**src/rtl/dnh_pkg.sv**
```systemverilog
`default_nettype none

package dnh_pkg;

    localparam int MAX_DEGREES_DEF = 12;
    localparam int MAJOR_LEN       = 7;
    localparam int OCTAVE          = 12;
    localparam int VEL_MAX         = 127;
    localparam int DIFF_INIT       = 99;
    localparam int ACC_W           = 10;
    localparam int VEL_RECIP       = 83887;
    localparam int VEL_SHIFT       = 23;

    localparam int PITCH_W   = 7;
    localparam int VEL_W     = 7;
    localparam int CHAN_W    = 4;
    localparam int TIME_W    = 31;
    localparam int LEN_W     = 31;
    localparam int CFG_IDX_W = 3;
    localparam int CFG_DATA_W = 48;
    localparam int RATIO_W   = 9;

    localparam logic [CFG_IDX_W-1:0] CFG_MODE    = 3'd0;
    localparam logic [CFG_IDX_W-1:0] CFG_ROOT    = 3'd1;
    localparam logic [CFG_IDX_W-1:0] CFG_SIZE    = 3'd2;
    localparam logic [CFG_IDX_W-1:0] CFG_DEGREES = 3'd3;
    localparam logic [CFG_IDX_W-1:0] CFG_RATIO   = 3'd4;

    localparam logic [3:0]            ROOT_RESET    = 4'd0;
    localparam logic [3:0]            SIZE_RESET    = 4'd7;
    localparam logic [CFG_DATA_W-1:0] DEGREES_RESET = 48'h0000_0B97_5420;
    localparam logic [RATIO_W-1:0]    RATIO_RESET   = 9'd100;

    typedef enum logic [2:0] {
        MODE_OCT_UP     = 3'd0,
        MODE_OCT_DOWN   = 3'd1,
        MODE_THIRD_UP   = 3'd2,
        MODE_THIRD_DOWN = 3'd3,
        MODE_FIFTH_UP   = 3'd4,
        MODE_FIFTH_DOWN = 3'd5,
        MODE_TRIAD      = 3'd6,
        MODE_SEVENTH    = 3'd7
    } mode_t;

    typedef enum logic [2:0] {
        ST_IDLE,
        ST_PREP,
        ST_SCAN,
        ST_SETUP,
        ST_WRAP,
        ST_EMIT
    } state_t;

    typedef struct packed {
        mode_t                 mode;
        logic [3:0]            root;
        logic [3:0]            size;
        logic [CFG_DATA_W-1:0] degrees;
        logic [RATIO_W-1:0]    ratio;
    } cfg_t;

    function automatic logic [3:0] major_degree(input logic [2:0] i);
        logic [3:0] r;
        case (i)
            3'd0:    r = 4'd0;
            3'd1:    r = 4'd2;
            3'd2:    r = 4'd4;
            3'd3:    r = 4'd5;
            3'd4:    r = 4'd7;
            3'd5:    r = 4'd9;
            3'd6:    r = 4'd11;
            default: r = 4'd0;
        endcase
        return r;
    endfunction

    function automatic logic [1:0] harm_count(input mode_t m);
        logic [1:0] r;
        case (m)
            MODE_TRIAD:   r = 2'd2;
            MODE_SEVENTH: r = 2'd3;
            default:      r = 2'd1;
        endcase
        return r;
    endfunction

    function automatic logic signed [3:0] harm_offset(input mode_t m, input logic [1:0] k);
        logic signed [3:0] r;
        case (m)
            MODE_THIRD_UP:   r = 4'sd2;
            MODE_THIRD_DOWN: r = -4'sd2;
            MODE_FIFTH_UP:   r = 4'sd4;
            MODE_FIFTH_DOWN: r = -4'sd4;
            MODE_TRIAD, MODE_SEVENTH:
            begin
                case (k)
                    2'd0:    r = 4'sd2;
                    2'd1:    r = 4'sd4;
                    default: r = 4'sd6;
                endcase
            end
            default:         r = 4'sd0;
        endcase
        return r;
    endfunction

    function automatic logic pitch_ok(input logic signed [ACC_W-1:0] p);
        return !p[ACC_W-1] && (p[ACC_W-2:PITCH_W] == '0);
    endfunction

endpackage

`default_nettype wire

```
**src/rtl/dnh_if.sv**
```systemverilog
`default_nettype none

interface dnh_note_if;
    import dnh_pkg::*;

    logic                valid;
    logic                ready;
    logic [PITCH_W-1:0]  note_pitch;
    logic [VEL_W-1:0]    note_velocity;
    logic [CHAN_W-1:0]   note_channel;
    logic [TIME_W-1:0]   note_time;
    logic [LEN_W-1:0]    note_length;

    modport source (
        output valid, note_pitch, note_velocity, note_channel, note_time, note_length,
        input  ready
    );

    modport sink (
        input  valid, note_pitch, note_velocity, note_channel, note_time, note_length,
        output ready
    );
endinterface

interface dnh_harmony_if;
    import dnh_pkg::*;

    logic                valid;
    logic                ready;
    logic [PITCH_W-1:0]  harmony_pitch;
    logic [VEL_W-1:0]    harmony_velocity;
    logic [CHAN_W-1:0]   harmony_channel;
    logic [TIME_W-1:0]   harmony_time;
    logic [LEN_W-1:0]    harmony_length;
    logic                last_of_run;

    modport source (
        output valid, harmony_pitch, harmony_velocity, harmony_channel, harmony_time,
               harmony_length, last_of_run,
        input  ready
    );

    modport sink (
        input  valid, harmony_pitch, harmony_velocity, harmony_channel, harmony_time,
               harmony_length, last_of_run,
        output ready
    );
endinterface

`default_nettype wire

```
**src/rtl/dnh_vel_scale.sv**
```systemverilog
`default_nettype none

module dnh_vel_scale (
    input  wire logic                        clk,
    input  wire logic [dnh_pkg::VEL_W-1:0]   velocity,
    input  wire logic [dnh_pkg::RATIO_W-1:0] ratio,
    output logic      [dnh_pkg::VEL_W-1:0]   scaled
);
    import dnh_pkg::*;

    localparam int PROD_W  = VEL_W + RATIO_W;
    localparam int QUOT_W  = 10;
    localparam int RECIP_W = 17;
    localparam int FULL_W  = PROD_W + RECIP_W;

    logic [PROD_W-1:0] prod_reg;
    logic [QUOT_W-1:0] quot_reg;
    logic [FULL_W-1:0] recip_prod;

    // Division by one hundred is a multiplication by a scaled reciprocal.
    assign recip_prod = FULL_W'(prod_reg) * FULL_W'(VEL_RECIP);

    always_ff @(posedge clk)
    begin
        prod_reg <= PROD_W'(velocity) * PROD_W'(ratio);
        quot_reg <= recip_prod[VEL_SHIFT +: QUOT_W];
    end

    always_comb
    begin
        if (quot_reg == '0)
        begin
            scaled = VEL_W'(1);
        end
        else if (quot_reg > QUOT_W'(VEL_MAX))
        begin
            scaled = VEL_W'(VEL_MAX);
        end
        else
        begin
            scaled = quot_reg[VEL_W-1:0];
        end
    end

endmodule

`default_nettype wire

```
**src/rtl/dnh_core.sv**
```systemverilog
`default_nettype none

module dnh_core #(
    parameter int MAX_DEGREES = dnh_pkg::MAX_DEGREES_DEF
) (
    input  wire logic          clk,
    input  wire logic          rst_n,
    input  wire dnh_pkg::cfg_t cfg,
    dnh_note_if.sink           note,
    dnh_harmony_if.source      harmony
);
    import dnh_pkg::*;

    localparam int TAB = (MAX_DEGREES > MAJOR_LEN) ? MAX_DEGREES : MAJOR_LEN;
    localparam int IW  = $clog2(TAB);
    localparam int CW  = $clog2(TAB + 1);
    localparam int XW  = IW + 2;

    state_t state_reg, state_next;

    logic [PITCH_W-1:0]      pitch_reg;
    logic [VEL_W-1:0]        vin_reg;
    logic [CHAN_W-1:0]       chan_reg;
    logic [TIME_W-1:0]       time_reg;
    logic [LEN_W-1:0]        len_reg;
    logic [3:0]              chroma_reg;
    logic signed [ACC_W-1:0] base_reg;
    logic [IW-1:0]           scan_reg;
    logic [IW-1:0]           best_reg;
    logic [6:0]              bestdiff_reg;
    logic [1:0]              k_reg;
    logic signed [XW-1:0]    idx_reg;
    logic signed [ACC_W-1:0] acc_reg;
    logic [1:0]              e_reg;
    logic [2:0]              ok_reg;
    logic [PITCH_W-1:0]      slot_reg [0:2];

    logic                    out_valid_reg, out_valid_next;
    logic [PITCH_W-1:0]      out_pitch_reg;
    logic [VEL_W-1:0]        out_vel_reg;
    logic [CHAN_W-1:0]       out_chan_reg;
    logic [TIME_W-1:0]       out_time_reg;
    logic [LEN_W-1:0]        out_len_reg;
    logic                    out_last_reg;

    logic [VEL_W-1:0]        vel_scaled;
    logic [CW-1:0]           cnt;
    logic signed [XW-1:0]    cnt_s;
    logic [1:0]              nh;
    logic                    octave_mode;
    logic                    last_k;
    logic                    scan_done;
    logic [3:0]              scan_deg;
    logic [3:0]              wrap_deg;
    logic signed [4:0]       diff;
    logic [4:0]              absd;
    logic                    idx_hi;
    logic                    idx_lo;
    logic signed [ACC_W-1:0] final_p;
    logic signed [ACC_W-1:0] oct_p;
    logic [12:0]             pmul;
    logic [3:0]              pquot;
    logic [PITCH_W-1:0]      pmod_full;
    logic [3:0]              rmod;
    logic signed [4:0]       chd;
    logic [3:0]              ch;
    logic                    note_ready;
    logic                    proceed;
    logic                    load;
    logic                    last_e;

    function automatic logic [3:0] deg_at(input logic [IW-1:0] i);
        logic [3:0] r;
        if (cfg.size == '0)
        begin
            r = major_degree(i[2:0]);
        end
        else
        begin
            r = 4'(cfg.degrees >> {i, 2'b00});
        end
        return r;
    endfunction

    dnh_vel_scale u_vel (
        .clk      (clk),
        .velocity (vin_reg),
        .ratio    (cfg.ratio),
        .scaled   (vel_scaled)
    );

    always_comb
    begin
        if (cfg.size == '0)
        begin
            cnt = CW'(MAJOR_LEN);
        end
        else if (cfg.size > 4'(MAX_DEGREES))
        begin
            cnt = CW'(MAX_DEGREES);
        end
        else
        begin
            cnt = CW'(cfg.size);
        end
    end

    assign cnt_s       = $signed(XW'(cnt));
    assign nh          = harm_count(cfg.mode);
    assign octave_mode = (cfg.mode == MODE_OCT_UP) || (cfg.mode == MODE_OCT_DOWN);
    assign last_k      = (k_reg == nh - 2'd1);
    assign scan_done   = (CW'(scan_reg) == cnt - CW'(1));

    assign scan_deg = deg_at(scan_reg);
    assign diff     = $signed({1'b0, scan_deg}) - $signed({1'b0, chroma_reg});
    assign absd     = diff[4] ? 5'(-diff) : 5'(diff);

    assign idx_hi   = (idx_reg >= cnt_s);
    assign idx_lo   = idx_reg[XW-1];
    assign wrap_deg = deg_at(idx_reg[IW-1:0]);
    assign final_p  = acc_reg + $signed({{(ACC_W-4){1'b0}}, wrap_deg});

    assign oct_p = (cfg.mode == MODE_OCT_UP)
                 ? $signed(ACC_W'(pitch_reg)) + $signed(ACC_W'(OCTAVE))
                 : $signed(ACC_W'(pitch_reg)) - $signed(ACC_W'(OCTAVE));

    // The pitch class comes from a reciprocal multiply that is exact over the key range.
    assign pmul      = 13'(pitch_reg) * 13'd43;
    assign pquot     = pmul[12:9];
    assign pmod_full = pitch_reg - PITCH_W'(pquot) * PITCH_W'(OCTAVE);
    assign rmod      = (cfg.root >= 4'(OCTAVE)) ? cfg.root - 4'(OCTAVE) : cfg.root;
    assign chd       = $signed({1'b0, pmod_full[3:0]}) - $signed({1'b0, rmod});
    assign ch        = chd[4] ? 4'(chd + 5'sd12) : chd[3:0];

    always_comb
    begin
        case (e_reg)
            2'd0:    last_e = (ok_reg[2:1] == 2'b00);
            2'd1:    last_e = !ok_reg[2];
            default: last_e = 1'b1;
        endcase
    end

    always_comb
    begin
        state_next = state_reg;
        case (state_reg)
            ST_IDLE:
            begin
                if (note.valid)
                begin
                    state_next = ST_PREP;
                end
            end
            ST_PREP:
            begin
                state_next = ST_SCAN;
            end
            ST_SCAN:
            begin
                if (scan_done)
                begin
                    state_next = octave_mode ? ST_EMIT : ST_SETUP;
                end
            end
            ST_SETUP:
            begin
                state_next = ST_WRAP;
            end
            ST_WRAP:
            begin
                if (!idx_hi && !idx_lo)
                begin
                    state_next = last_k ? ST_EMIT : ST_SETUP;
                end
            end
            ST_EMIT:
            begin
                if (proceed && (e_reg == nh - 2'd1))
                begin
                    state_next = ST_IDLE;
                end
            end
            default:
            begin
                state_next = ST_IDLE;
            end
        endcase
    end

    always_comb
    begin
        note_ready = (state_reg == ST_IDLE);
        proceed    = 1'b0;
        load       = 1'b0;
        if (state_reg == ST_EMIT)
        begin
            proceed = !ok_reg[e_reg] || !out_valid_reg || harmony.ready;
            load    = ok_reg[e_reg] && proceed;
        end
        if (load)
        begin
            out_valid_next = 1'b1;
        end
        else if (harmony.ready)
        begin
            out_valid_next = 1'b0;
        end
        else
        begin
            out_valid_next = out_valid_reg;
        end
    end

    always_ff @(posedge clk or negedge rst_n)
    begin
        if (!rst_n)
        begin
            state_reg     <= ST_IDLE;
            out_valid_reg <= 1'b0;
        end
        else
        begin
            state_reg     <= state_next;
            out_valid_reg <= out_valid_next;
        end
    end

    always_ff @(posedge clk)
    begin
        case (state_reg)
            ST_IDLE:
            begin
                if (note.valid)
                begin
                    pitch_reg <= note.note_pitch;
                    vin_reg   <= note.note_velocity;
                    chan_reg  <= note.note_channel;
                    time_reg  <= note.note_time;
                    len_reg   <= note.note_length;
                end
            end
            ST_PREP:
            begin
                chroma_reg   <= ch;
                base_reg     <= $signed(ACC_W'(pitch_reg)) - $signed(ACC_W'(ch));
                scan_reg     <= '0;
                best_reg     <= '0;
                bestdiff_reg <= 7'(DIFF_INIT);
                ok_reg       <= '0;
                k_reg        <= '0;
                e_reg        <= '0;
            end
            ST_SCAN:
            begin
                if (7'(absd) < bestdiff_reg)
                begin
                    bestdiff_reg <= 7'(absd);
                    best_reg     <= scan_reg;
                end
                scan_reg <= scan_reg + IW'(1);
                if (scan_done && octave_mode)
                begin
                    slot_reg[0] <= oct_p[PITCH_W-1:0];
                    ok_reg[0]   <= pitch_ok(oct_p);
                end
            end
            ST_SETUP:
            begin
                idx_reg <= $signed({2'b00, best_reg}) + XW'(harm_offset(cfg.mode, k_reg));
                acc_reg <= base_reg;
            end
            ST_WRAP:
            begin
                if (idx_hi)
                begin
                    idx_reg <= idx_reg - cnt_s;
                    acc_reg <= acc_reg + $signed(ACC_W'(OCTAVE));
                end
                else if (idx_lo)
                begin
                    idx_reg <= idx_reg + cnt_s;
                    acc_reg <= acc_reg - $signed(ACC_W'(OCTAVE));
                end
                else
                begin
                    slot_reg[k_reg] <= final_p[PITCH_W-1:0];
                    ok_reg[k_reg]   <= pitch_ok(final_p);
                    k_reg           <= k_reg + 2'd1;
                end
            end
            ST_EMIT:
            begin
                if (proceed)
                begin
                    e_reg <= e_reg + 2'd1;
                end
            end
            default:
            begin
            end
        endcase

        if (load)
        begin
            out_pitch_reg <= slot_reg[e_reg];
            out_vel_reg   <= vel_scaled;
            out_chan_reg  <= chan_reg;
            out_time_reg  <= time_reg;
            out_len_reg   <= len_reg;
            out_last_reg  <= last_e;
        end
    end

    assign note.ready               = note_ready;
    assign harmony.valid            = out_valid_reg;
    assign harmony.harmony_pitch    = out_pitch_reg;
    assign harmony.harmony_velocity = out_vel_reg;
    assign harmony.harmony_channel  = out_chan_reg;
    assign harmony.harmony_time     = out_time_reg;
    assign harmony.harmony_length   = out_len_reg;
    assign harmony.last_of_run      = out_last_reg;

endmodule

`default_nettype wire

```
**src/rtl/diatonic_note_harmonizer_top.sv**
```systemverilog
`default_nettype none

// Diatonic note harmonizer. Each note transfer yields up to three harmony note transfers
// carrying the note's channel, start time and length, with last_of_run set on the final one;
// a note whose harmonies all fall outside the key range yields none. The block takes one note
// at a time and is ready again once its last harmony is in the output register. A note passes
// through the pitch class, a nearest-degree scan over the scale degrees, then per harmony a
// set-up step, a step per octave wrap and a step to form the pitch (octave modes form it in
// the scan instead), and a hand-out per harmony, which the output can stall. The user must
// write configuration only while no note is in flight; the block itself does not enforce it.
module diatonic_note_harmonizer_top #(
    parameter int MAX_DEGREES = dnh_pkg::MAX_DEGREES_DEF
) (
    input  wire logic                           clk,
    input  wire logic                           rst_n,
    input  wire logic                           cfg_we,
    input  wire logic [dnh_pkg::CFG_IDX_W-1:0]  cfg_index,
    input  wire logic [dnh_pkg::CFG_DATA_W-1:0] cfg_data,
    dnh_note_if.sink                            note,
    dnh_harmony_if.source                       harmony
);
    import dnh_pkg::*;

    mode_t                 mode_reg;
    logic [3:0]            root_reg;
    logic [3:0]            size_reg;
    logic [CFG_DATA_W-1:0] degrees_reg;
    logic [RATIO_W-1:0]    ratio_reg;
    cfg_t                  cfg;

    always_ff @(posedge clk or negedge rst_n)
    begin
        if (!rst_n)
        begin
            mode_reg    <= MODE_OCT_UP;
            root_reg    <= ROOT_RESET;
            size_reg    <= SIZE_RESET;
            degrees_reg <= DEGREES_RESET;
            ratio_reg   <= RATIO_RESET;
        end
        else if (cfg_we)
        begin
            case (cfg_index)
                CFG_MODE:    mode_reg    <= mode_t'(cfg_data[2:0]);
                CFG_ROOT:    root_reg    <= cfg_data[3:0];
                CFG_SIZE:    size_reg    <= cfg_data[3:0];
                CFG_DEGREES: degrees_reg <= cfg_data;
                CFG_RATIO:   ratio_reg   <= cfg_data[RATIO_W-1:0];
                default:
                begin
                end
            endcase
        end
    end

    always_comb
    begin
        cfg.mode    = mode_reg;
        cfg.root    = root_reg;
        cfg.size    = size_reg;
        cfg.degrees = degrees_reg;
        cfg.ratio   = ratio_reg;
    end

    dnh_core #(
        .MAX_DEGREES (MAX_DEGREES)
    ) u_core (
        .clk     (clk),
        .rst_n   (rst_n),
        .cfg     (cfg),
        .note    (note),
        .harmony (harmony)
    );

endmodule

`default_nettype wire

```
**src/flat_wrapper.sv**
```systemverilog
// flat-port wrapper written by rule: the top's interface ports become plain ports
module diatonic_note_harmonizer_top_flat import dnh_pkg::*;
#(
    parameter int MAX_DEGREES = dnh_pkg::MAX_DEGREES_DEF
)
  (clk, rst_n, cfg_we, cfg_index, cfg_data, note_valid, note_note_pitch, note_note_velocity, note_note_channel, note_note_time, note_note_length, note_ready, harmony_valid, harmony_harmony_pitch, harmony_harmony_velocity, harmony_harmony_channel, harmony_harmony_time, harmony_harmony_length, harmony_last_of_run, harmony_ready);
  dnh_note_if note_i ();
  dnh_harmony_if harmony_i ();
  input  wire logic clk;
  input  wire logic rst_n;
  input  wire logic cfg_we;
  input  wire logic [dnh_pkg::CFG_IDX_W-1:0] cfg_index;
  input  wire logic [dnh_pkg::CFG_DATA_W-1:0] cfg_data;
  input wire logic [$bits(note_i.valid)-1:0] note_valid;
  input wire logic [$bits(note_i.note_pitch)-1:0] note_note_pitch;
  input wire logic [$bits(note_i.note_velocity)-1:0] note_note_velocity;
  input wire logic [$bits(note_i.note_channel)-1:0] note_note_channel;
  input wire logic [$bits(note_i.note_time)-1:0] note_note_time;
  input wire logic [$bits(note_i.note_length)-1:0] note_note_length;
  output wire logic [$bits(note_i.ready)-1:0] note_ready;
  output wire logic [$bits(harmony_i.valid)-1:0] harmony_valid;
  output wire logic [$bits(harmony_i.harmony_pitch)-1:0] harmony_harmony_pitch;
  output wire logic [$bits(harmony_i.harmony_velocity)-1:0] harmony_harmony_velocity;
  output wire logic [$bits(harmony_i.harmony_channel)-1:0] harmony_harmony_channel;
  output wire logic [$bits(harmony_i.harmony_time)-1:0] harmony_harmony_time;
  output wire logic [$bits(harmony_i.harmony_length)-1:0] harmony_harmony_length;
  output wire logic [$bits(harmony_i.last_of_run)-1:0] harmony_last_of_run;
  input wire logic [$bits(harmony_i.ready)-1:0] harmony_ready;
  assign note_i.valid = note_valid;
  assign note_i.note_pitch = note_note_pitch;
  assign note_i.note_velocity = note_note_velocity;
  assign note_i.note_channel = note_note_channel;
  assign note_i.note_time = note_note_time;
  assign note_i.note_length = note_note_length;
  assign note_ready = note_i.ready;
  assign harmony_valid = harmony_i.valid;
  assign harmony_harmony_pitch = harmony_i.harmony_pitch;
  assign harmony_harmony_velocity = harmony_i.harmony_velocity;
  assign harmony_harmony_channel = harmony_i.harmony_channel;
  assign harmony_harmony_time = harmony_i.harmony_time;
  assign harmony_harmony_length = harmony_i.harmony_length;
  assign harmony_last_of_run = harmony_i.last_of_run;
  assign harmony_i.ready = harmony_ready;
  diatonic_note_harmonizer_top #(.MAX_DEGREES(MAX_DEGREES)) u_core (.clk(clk), .rst_n(rst_n), .cfg_we(cfg_we), .cfg_index(cfg_index), .cfg_data(cfg_data), .note(note_i), .harmony(harmony_i));
endmodule
```
**config.mk**
```make
export PLATFORM = sky130hd
export DESIGN_NAME = diatonic_note_harmonizer_top_flat
export DESIGN_NICKNAME = d
export VERILOG_FILES = /design/src/rtl/dnh_pkg.sv /design/src/rtl/dnh_if.sv /design/src/rtl/dnh_vel_scale.sv /design/src/rtl/dnh_core.sv /design/src/rtl/diatonic_note_harmonizer_top.sv /design/src/flat_wrapper.sv
export SDC_FILE = /design/constraint.sdc
export NUM_CORES = 1
export LEC_CHECK = 0
export ABC_AREA = 0
export BUFFER_PORTS_ARGS = -buffer_cell sky130_fd_sc_hd__buf_4
export CORE_ASPECT_RATIO = 1.1
export CORE_MARGIN = 8
export CORE_UTILIZATION = 60
export DETAILED_ROUTE_END_ITERATION = 7
export HOLD_SLACK_MARGIN = 0.08
export MAX_ROUTING_LAYER = met4
export PLACE_DENSITY = 0.81
export SLEW_MARGIN = 30
export SYNTH_ARGS = -nofsm -noshare
export SYNTH_HDL_FRONTEND = slang
export SYNTH_SLANG_ARGS = --single-unit
```
**constraint.sdc**
```tcl
create_clock -name clk -period 10.8 [get_ports clk]
set_clock_uncertainty 0.05 [all_clocks]
set_input_delay 0.54 -clock clk [delete_from_list [all_inputs] [get_ports clk]]
set_output_delay 0.54 -clock clk [all_outputs]
set_load 0.02 [all_outputs]
```
==> results.toml <==
[run_status]
status = "finished clean"

[sta]
setup_viol = 0
fin_crit_ns = 6.09
rsz0062_at_grt = "no"
max_slew_margin = 0.346
worst_slew_pin_slew_ns = 0.981
finalMaxSlewViolations = 0
hold_viol_final = 0
tns_ns = 0
max_clock_freq_ghz = 0.164
min_period_over_period = 0.564
whs_ns = 0.124

[floorplanning]
die_y_um = 214
die_area_um2 = 42000
pin_count = 219
die_x_um = 196
num_rows = 72
coreArea_um2 = 35100
start_util = 0.609

[yosys]
syn_avg_cell_area_um2 = 12.3
synth-seq-area-share = 0.433
syn_area_um2 = 21400
ys.flop_type = "edfxtp_1"
yosysWarnings = 0
synthesis.nets = 2267
ys_ff_latch = 329
synth_cell_type_count = 68
synth_cells = 1739
async_flop_share = 0.219
synth_edf_count = 231

[worst_setup_path]
required_ns = 11.18
path_class = "flop to flop"
crit_chain = "fa_1, inv_1, fa_1, inv_1, fa_1, fa_1, fa_1, inv_1, fa_1, inv_1, ha_1, o21ai_0, o21bai_1, a21oi_1, a21oi_1, nor4b_1, nor2_1, a21o_1, a221oi_1"
ff2ff_path_depth = 19
slowest_stage = "fa_1"
r2r_slack_ns = 4.71
worstPathArrival_ns = 6.46
max_stage_delay_ns = 0.57
worstSetupStartpointType = "flop"
crit_path_end_kind = "flop"
cp_max_fo = 7
crit_start = "u_core.u_core.u_vel.prod_reg[5]$_DFF_P_"
cp_common_cell = "fa_1"
reg2reg_to = "u_core.u_core.u_vel.quot_reg[5]$_DFF_P_"
rr_startpoint = "u_core.u_core.u_vel.prod_reg[5]$_DFF_P_"

[hold_path]
min_path_type = "input port to flop"
whs_endpoint = "u_core.u_core.time_reg[14]$_DFFE_PP_"
hp-start = "note_note_time[14]"
min_path_cells = 1

[global_route]
grt_antenna_before_repair = 0
grt_max_degree = 82
grt_pass1_wl_mm = 77.0
grtUsageMet3 = 0.0261
grt_pass1_vias = 14586
overflow = 0
top_usage_layer = "met2"
grtUsageMet1 = 0.272
grt_util_all_layers = 0.238
use_met2 = 0.438

[detailed_routing]
drcViolationCount = 0
first_iter_violations = 782
drt_pass1_iterations = 5
vias = 13658
ant_nets = 0
routed_wl_mm = 47.9
drt-vias-per-instance = 5.60
routedWlPerCell_um = 19.7

[clock_network]
clockBufferDepth = 3
cts_root_buf = "clkbuf_16"
clk_latency_ns = 0.54
cts_sinks = 329
postCtsSetupBuffers = 0
cts_tree = "done"
cts.htree.levels = 2
clk_pin_slew_ns = 0.07
cts_made_buffers = 35

[place]
routabilityCongestion = 0.917
numPortBuffers = 218
detailed_place_hpwl_mm = 37.4

[layout]
diodes = 0
area_delta_synth_final_pct = 15.5
final_nets = 2495
largest_reg_flops = 48
drive_above_1_share = 0.201

[run]
drv_cap = 0
## metrics by stage
stage / instance area, µm² / setup WS, ns / instances / utilization
after global routing: 24700 / 4.28 / 2438 / 0.704
final: 24700 / 4.71 / 2438 / 0.704
after CTS: 24700 / 4.73 / 2436 / 0.703
after floorplan: 21400 / 3.34 / 1739 / -
after detailed placement: 23600 / 4.75 / 2372 / 0.670
after global placement: 23500 / 4.89 / 2372 / 0.670
## cell families after synthesis
kind of cell / Yosys count / synth area share
AO/OA/AOI/OAI: 221 / 0.0640
XOR/XNOR: 71 / 0.0294
adder cells (fa/ha/maj): 392 / 0.280
buffers and inverters: 318 / 0.0559
flip-flops: 329 / 0.433
multiplexers: 106 / 0.0674
AND/OR/NAND/NOR: 302 / 0.0699
## critical path: cells and delay by family, from the launching register on
family	cells	cell delay, ns
compound gates	6	1.08
buf+inv	4	0.26
simple gates	2	0.78
fa+ha+maj	7	3.40
flops	1	0.39
## final cells by class
type / instances / area, µm²
Multi-Input combinational cell: 1092 / 11000
Fill cell: 2451 / 10400
Sequential cell: 329 / 9280
Timing Repair Buffer: 229 / 1740
Inverter: 280 / 1050
Clock buffer: 47 / 921
Tap cell: 444 / 556
Clock inverter: 17 / 221
## worst max-delay path by stage
stage / endpoint / slack [ns] / depth (start not counted)
4_1_cts: u_core.u_core.u_vel.quot_reg[5]$_DFF_P_ / 4.73 / 19
5_1_grt: u_core.u_core.u_vel.quot_reg[5]$_DFF_P_ / 4.28 / 19
3_5_place_dp: u_core.u_core.u_vel.quot_reg[5]$_DFF_P_ / 4.75 / 19
2_1_floorplan: u_core.u_core.harmony.harmony_channel[0]$_DFFE_PP_ / 3.34 / 5
3_3_place_gp: u_core.u_core.u_vel.quot_reg[5]$_DFF_P_ / 4.89 / 19
6_report: u_core.u_core.u_vel.quot_reg[5]$_DFF_P_ / 4.71 / 19
## repair_timing
action                                  in CTS  in global routing
hold buffers                                 0                  1
endpoints found under the hold margin        0                 54
endpoints found under the setup margin       0                  0
gates resized for setup                      0                  0
## synth_stat cells, drive strengths merged (23+ instances only)
cell      n  area share
nand2    88       0.015
dfrtp    54       0.063
o21ai    56       0.013
inv     278       0.049
dfxtp    26       0.024
mux2     66       0.035
clkbuf   31      0.0054
xnor2    51       0.021
and2     47       0.014
mux4     24       0.025
fa      145        0.14
edfxtp  231        0.32
nor3     23      0.0054
a21oi    70       0.016
ha      247        0.14
nor2     63       0.011
## routing by layer
layer,wire (µm),vias up,share of wire
met2,26500,292,0.55
met3,1690,72,0.035
met5,0,-,0
met4,1100,0,0.023
met1,18600,6873,0.39
li1,-,6421,-
## cells in the final DEF (no fill, tap or decap), types with 8 or more instances in the layout
cell         n
nand2_1     88
and2_1      46
dfstp_2     18
mux2_2      66
a211oi_1    10
nor2b_1     14
mux4_2      24
o22ai_1      8
clkbuf_1    12
clkbuf_16   35
a21oi_1     70
nand3_1     14
dfxtp_1     26
nor2_1      63
edfxtp_1   231
xor2_1      20
o21ai_0     51
a31oi_1     11
xnor2_1     50
mux2i_1     16
inv_1      277
ha_1       247
a21o_1      22
nand2b_1    19
fa_1       145
nor3_1      22
dfrtp_1     54
buf_4      224
Power is not shown: default switching activity piles up to over one toggle a cycle in this logic, so the estimate is an artifact.
